[src/dxtea_pkg.sv]
// Shared constants, types and the XTEA mixing function for the double XTEA cipher.
package dxtea_pkg;

  // XTEA round constant and key layout
  localparam logic [31:0] Delta       = 32'h9E3779B9;
  localparam int          KeyWords    = 8;
  localparam int          KeyIdxW     = 4;   // index port, wide enough to see out-of-range writes
  localparam int          CyclesDflt  = 64;

  // Command codes
  localparam logic CmdEncrypt = 1'b0;
  localparam logic CmdDecrypt = 1'b1;

  // Sequencer states
  typedef enum logic {
    ST_IDLE,
    ST_RUN
  } state_e;

  // Control bundle from the sequencer output decode to the datapath
  typedef struct packed {
    logic load;     // take a new block
    logic step;     // run one half-round
    logic pass_end; // last half-round of a pass
    logic finish;   // last half-round of the second pass
  } ctrl_t;

  // XTEA mixing function: ((v << 4) ^ (v >> 5)) + v
  function automatic logic [31:0] mix(input logic [31:0] v);
    mix = ((v << 4) ^ (v >> 5)) + v;
  endfunction

endpackage

[src/double_xtea_block_cipher.sv]
// Double XTEA block cipher: key registers, half-round sequencer and shared round unit.
// One block runs from the start beat to the done strobe as two XTEA passes, and the
// single shared round unit does one half-round (one word update) per clock while it
// runs. busy_o is high while the passes run, and start_i is ignored meanwhile.
// The result is shown on
// out_low_o/out_high_o/key_present_o for exactly one clock with done_o high; the
// receiver cannot stall it, and a new start may be given in that same clock. Key words
// are written through cfg_we_i/cfg_idx_i/cfg_data_i; indexes above 7 are ignored.
module double_xtea_block_cipher #(
  parameter int CYCLES = dxtea_pkg::CyclesDflt
) (
  input  logic                          clk_i,
  input  logic                          rst_ni,
  // command channel
  input  logic                          start_i,
  output logic                          busy_o,
  input  logic                          cmd_i,
  input  logic [31:0]                   block_low_i,
  input  logic [31:0]                   block_high_i,
  // result channel
  output logic                          done_o,
  output logic [31:0]                   out_low_o,
  output logic [31:0]                   out_high_o,
  output logic                          key_present_o,
  // key write port
  input  logic                          cfg_we_i,
  input  logic [dxtea_pkg::KeyIdxW-1:0] cfg_idx_i,
  input  logic [31:0]                   cfg_data_i
);
  import dxtea_pkg::*;

  localparam int          CntW  = $clog2(CYCLES);
  localparam logic [31:0] SInit = 32'(64'(Delta) * 64'(CYCLES));

  state_e            state_q, state_d;
  ctrl_t             ctrl;
  logic [CntW-1:0]   cnt_q, cnt_d;
  logic              half_q, half_d;
  logic              pass_q, pass_d;
  logic              dec_q, dec_d;
  logic [31:0]       x_q, x_d, y_q, y_d, s_q, s_d;
  logic [31:0]       key_q [KeyWords];
  logic              done_q;
  logic [31:0]       out_low_q, out_high_q;
  logic              key_present_q;

  logic              last_cnt;
  logic              upd_x;
  logic              bank;
  logic [1:0]        kidx;
  logic [31:0]       key_word;
  logic [31:0]       src_w, acc_w, term, res;
  logic              any_key;

  // Key registers
  always_ff @(posedge clk_i or negedge rst_ni) begin
    if (!rst_ni) begin
      for (int i = 0; i < KeyWords; i++) key_q[i] <= '0;
    end else if (cfg_we_i && (cfg_idx_i < KeyIdxW'(KeyWords))) begin
      key_q[cfg_idx_i[2:0]] <= cfg_data_i;
    end
  end

  always_comb begin
    any_key = 1'b0;
    for (int i = 0; i < KeyWords; i++) any_key = any_key | (|key_q[i]);
  end

  // Sequencer: next state
  assign last_cnt = (cnt_q == CntW'(CYCLES - 1));

  always_comb begin
    state_d = state_q;
    case (state_q)
      ST_IDLE: if (start_i) state_d = ST_RUN;
      ST_RUN:  if (half_q && last_cnt && pass_q) state_d = ST_IDLE;
      default: state_d = ST_IDLE;
    endcase
  end

  // Sequencer: output decode
  always_comb begin
    ctrl = '0;
    case (state_q)
      ST_IDLE: ctrl.load = start_i;
      ST_RUN: begin
        ctrl.step     = 1'b1;
        ctrl.pass_end = half_q && last_cnt;
        ctrl.finish   = half_q && last_cnt && pass_q;
      end
      default: ctrl = '0;
    endcase
  end

  // Shared round unit: acc +/- (mix(src) ^ (s + k))
  // Encrypt updates x in the first half, decrypt in the second.
  assign upd_x    = (half_q == dec_q);
  assign bank     = pass_q ^ dec_q;
  assign kidx     = upd_x ? s_q[1:0] : s_q[12:11];
  assign key_word = key_q[{bank, kidx}];
  assign src_w    = upd_x ? y_q : x_q;
  assign acc_w    = upd_x ? x_q : y_q;
  assign term     = mix(src_w) ^ (s_q + key_word);
  assign res      = dec_q ? (acc_w - term) : (acc_w + term);

  // Datapath next values
  always_comb begin
    x_d    = x_q;
    y_d    = y_q;
    s_d    = s_q;
    cnt_d  = cnt_q;
    half_d = half_q;
    pass_d = pass_q;
    dec_d  = dec_q;
    if (ctrl.load) begin
      x_d    = block_low_i;
      y_d    = block_high_i;
      dec_d  = cmd_i;
      s_d    = (cmd_i == CmdDecrypt) ? SInit : '0;
      cnt_d  = '0;
      half_d = 1'b0;
      pass_d = 1'b0;
    end else if (ctrl.step) begin
      if (upd_x) x_d = res;
      else       y_d = res;
      half_d = ~half_q;
      if (!half_q) begin
        s_d = dec_q ? (s_q - Delta) : (s_q + Delta);
      end else begin
        cnt_d = cnt_q + CntW'(1);
      end
      // restart the sum for the second pass
      if (ctrl.pass_end) begin
        cnt_d  = '0;
        pass_d = 1'b1;
        s_d    = dec_q ? SInit : '0;
      end
    end
  end

  // Control registers
  always_ff @(posedge clk_i or negedge rst_ni) begin
    if (!rst_ni) begin
      state_q <= ST_IDLE;
      cnt_q   <= '0;
      half_q  <= 1'b0;
      pass_q  <= 1'b0;
      dec_q   <= 1'b0;
      done_q  <= 1'b0;
    end else begin
      state_q <= state_d;
      cnt_q   <= cnt_d;
      half_q  <= half_d;
      pass_q  <= pass_d;
      dec_q   <= dec_d;
      done_q  <= ctrl.finish;
    end
  end

  // Payload registers
  always_ff @(posedge clk_i) begin
    x_q <= x_d;
    y_q <= y_d;
    s_q <= s_d;
    if (ctrl.finish) begin
      out_low_q     <= upd_x ? res : x_q;
      out_high_q    <= upd_x ? y_q : res;
      key_present_q <= any_key;
    end
  end

  assign busy_o        = (state_q != ST_IDLE);
  assign done_o        = done_q;
  assign out_low_o     = out_low_q;
  assign out_high_o    = out_high_q;
  assign key_present_o = key_present_q;

  // Checks
  a_start_busy: assert property (@(posedge clk_i) disable iff (!rst_ni)
    (start_i && !busy_o) |=> busy_o)
    else $error("accepted start did not raise busy");

  a_done_idle: assert property (@(posedge clk_i) disable iff (!rst_ni)
    done_o |-> !busy_o)
    else $error("done strobe while still busy");

  a_done_pulse: assert property (@(posedge clk_i) disable iff (!rst_ni)
    done_o |=> !done_o)
    else $error("done strobe longer than one cycle");

  a_idle_clean: assert property (@(posedge clk_i) disable iff (!rst_ni)
    $fell(busy_o) |-> done_o)
    else $error("busy dropped without a result");

endmodule
[config.mk]
export PLATFORM = sky130hd
export DESIGN_NAME = double_xtea_block_cipher
export DESIGN_NICKNAME = d
export VERILOG_FILES = /design/src/dxtea_pkg.sv /design/src/double_xtea_block_cipher.sv
export SDC_FILE = /design/constraint.sdc
export NUM_CORES = 1
export LEC_CHECK = 0
export ABC_AREA = 1
export BUFFER_PORTS_ARGS = -buffer_cell sky130_fd_sc_hd__buf_2
export CAP_MARGIN = 25
export CORE_ASPECT_RATIO = 1.2
export CORE_MARGIN = 5
export CORE_UTILIZATION = 65
export DETAILED_ROUTE_END_ITERATION = 6
export PLACE_DENSITY = 0.93
export SKIP_LAST_GASP = 1
export SLEW_MARGIN = 20
export SYNTH_ARGS = -nofsm -noshare
export SYNTH_HDL_FRONTEND = slang
export SYNTH_SLANG_ARGS = --single-unit
[constraint.sdc]
create_clock -name clk_i -period 10.04 [get_ports clk_i]
set_input_delay 2.008 -clock clk_i [delete_from_list [all_inputs] [get_ports clk_i]]
set_output_delay 2.008 -clock clk_i [all_outputs]
set_load 0.01 [all_outputs]
==> results.py <==
metrics = {
    "yosys": {
        "synth_top_cell_by_area": "dfrtp_1",
        "synthesis.area_sq_um": 29200,
        "avgSynthCellArea_sq_um": 7.15,
        "async_reset_ff_share_pct": 62.4,
        "synth_nets": 4324,
        "synthCells": 4086,
        "synth_ff_type": "dfrtp_1",
        "synth_edf_count": 161,
        "synth_seq_cells": 428,
        "ys_seq_area_share_pct": 39.4,
        "synth-warning-count": 0,
        "synth.distinct_cells": 50,
        "synth_top_area_share_pct": 22.9,
        "netlist_top_cells_area": "dfrtp_1 (23%), nand2_1 (18%), edfxtp_1 (17%)",
    },
    "route": {
        "vias": 28700,
        "drc_errors": 2,
        "drtIter0Drc": 2616,
        "drt_wl_total_um": 87500,
        "drtPass1Iterations": 7,
        "vias_per_cell": 5.99,
        "drtAntennaViolNets": 0,
        "wire_per_inst_um": 18.3,
    },
    "setup_path": {
        "arrival_ns": 8.27,
        "cp-start-kind": "register",
        "crit_top_cell": "nand2_1",
        "crit_path_top_delay_cell": "buf_4",
        "critPathKind": "reg -> reg",
        "critical_path.max_stage_delay_ns": 0.68,
        "cp.required_ns": 10.38,
        "endpoint_kind": "register",
        "cp_max_fo": 64,
    },
    "sta": {
        "hold_viol_final": 0,
        "fmax_mhz": 126,
        "fin_tns_setup_ns": 0,
        "rsz0062_at_grt": "false",
        "setup_viol_count_final": 0,
        "clock_skew_ns": 0.0247,
        "min_period_over_period_pct": 79.0,
        "relSlewSlack_pct": 24.6,
        "worst_pin_slew_ns": 1.12,
        "post-route-min-period_ns": 7.93,
        "maxSlewViolCount": 0,
    },
    "grt": {
        "grt-ovfl-total": 0,
        "grt_use_total_pct": 34.6,
        "top_usage_layer": "met2",
        "grt_pass1_vias": 27900,
        "grtUsageMet1_pct": 40.2,
        "grt_pass1_wl_um": 139000,
        "grt_max_degree": 225,
        "antenna_found_initial": 0,
        "met2_usage_pct": 59.6,
        "grt_use_met3_pct": 5.65,
    },
    "clock_network": {
        "cts_sinks": 428,
        "cts_buffers": 43,
        "ctsHoldBuffers": 0,
        "cts_tree": "built",
        "path_clk_slew_ns": 0.06,
        "clock_latency_ns": 0.60,
        "ctsResizeCount": 0,
        "ctsRootBufferMaster": "clkbuf_16",
        "htree_levels": 2,
        "cts_setup_buffers": 0,
        "cts.path.max_buffers": 3,
    },
    "placed_design": {
        "routabilityCongestion": 1.04,
        "dp_hpwl_um": 62400,
        "numPortBuffers": 171,
    },
    "floorplanning": {
        "core_area_sq_um": 44700,
        "die_x_um": 204,
        "dieArea_sq_um": 49300,
        "num_rows": 85,
        "die_h_um": 242,
        "initial_core_util_pct": 65.4,
        "io_pins": 172,
    },
    "finish": {
        "diodes": 0,
        "nNetsFinal": 4426,
        "syn2layout_area_growth_pct": 9.64,
        "drive_gt1_share_pct": 8.12,
    },
    "outcome": {
        "failed_checks": "DRC",
        "status": "finished with violations",
    },
    "min_path": {
        "min_path_type": "reg -> reg",
    },
    "run": {
        "cap_violations": 0,
    },
}
==> final cells by class <==
cell class              count  area (sq um)
multi-input cells        3035         15400
fillers                  3571         12600
flip-flops and latches    428         11500
inverters                 481          1810
clock buffers              57          1220
repair buffers            199          1100
well taps                 565           707
clock inverters            22           278
==> kinds of logic after synthesis <==
kind of cell | Yosys count | share of synthesized area [%]
flip-flops | 428 | 39.4
adder cells (fa/ha/maj) | 133 | 5.80
multiplexers | 2 | 0.0685
AND/OR/NAND/NOR | 2069 | 29.4
AO/OA/AOI/OAI | 714 | 13.6
XOR/XNOR | 117 | 3.58
buffers and inverters | 623 | 8.14
==> flip-flops by register name, summed over array words and instances, names as in the netlist <==
register and cells:
busy_o 1, s_q 32, done_o 1, x_q 32, key_present_o 1, half_q 1, key_q 256, dec_q 1
pass_q 1, out_low_o 32, out_high_o 32, y_q 32, cnt_q 6
==> critical path, delay by kind of cell (launching register included) <==
kind,cells,cell delay [ns]
AND/OR/NAND/NOR,32,3.94
buffers and inverters,5,1.50
XOR/XNOR,1,0.08
adder cells (fa/ha/maj),3,1.16
AO/OA/AOI/OAI,4,0.61
flip-flops,1,0.33
==> cells in the final DEF, fill, tap and decap left out, types with 77 or more instances in the layout <==
master,n
a21oi_1,151
buf_2,171
dfrtp_1,267
edfxtp_1,161
ha_1,129
inv_1,469
nand2_1,1426
nand3_1,245
nor2_1,184
nor4_1,77
o211ai_1,102
o21ai_0,389
==> worst paths after layout <==
check | slack (ns) | startpoint | cells after the start | to
hold / removal | 0.51 | key_q[26] | 2 | key_q[26]
setup reg to reg | 2.11 | dec_q | 45 | x_q[29]
setup / recovery | 2.11 | dec_q | 45 | x_q[29]
max in group asynchronous | 7.12 | rst_ni | 2 | key_q[252]
min in group asynchronous | 1.41 | rst_ni | 1 | key_q[104]
hold reg to reg | 0.51 | key_q[26] | 2 | key_q[26]
==> cells in the mapped netlist (6+ instances only) <==
cell and n:
ha_1 129, buf_4 6, o21bai_1 6, a31oi_1 25
nand2_1 1430, a21oi_1 151, or2_2 11, clkbuf_1 116
inv_2 9, nand4_1 38, buf_2 6, nand3_1 248
nand3b_1 12, nor2_2 9, nor2_1 188, nor4_1 77
dfrtp_1 267, o21a_1 11, xor2_1 75, edfxtp_1 161
inv_1 470, buf_1 13, o21ai_0 390, xnor2_1 39
o211ai_1 102, nor3_1 28, o21ai_1 6, nand2_2 16
==> routing by layer <==
metal | vias to the layer above | share of wire [%]
li1 | 13700 | -
met1 | 13200 | 36
met2 | 1421 | 49
met3 | 409 | 8.0
met4 | 0 | 7.0
met5 | - | 0
==> stage by stage <==
stage                     util, %  instance area [sq um]  hold slack (ns)  setup slack, ns  std cells
after CTS                    71.8                  32000            0.513             2.35       4787
after floorplan                 -                  29200            0.475             3.59       4086
final                        71.8                  32100            0.512             2.11       4787
after global routing         71.8                  32100            0.527             1.47       4787
after global placement       68.4                  30500            0.489             2.50       4707
after detailed placement     68.4                  30600            0.497             2.38       4708
Power is left out: the tool's default activity adds up to more than one toggle a clock period on the data nets, which glitch-free logic cannot reach.
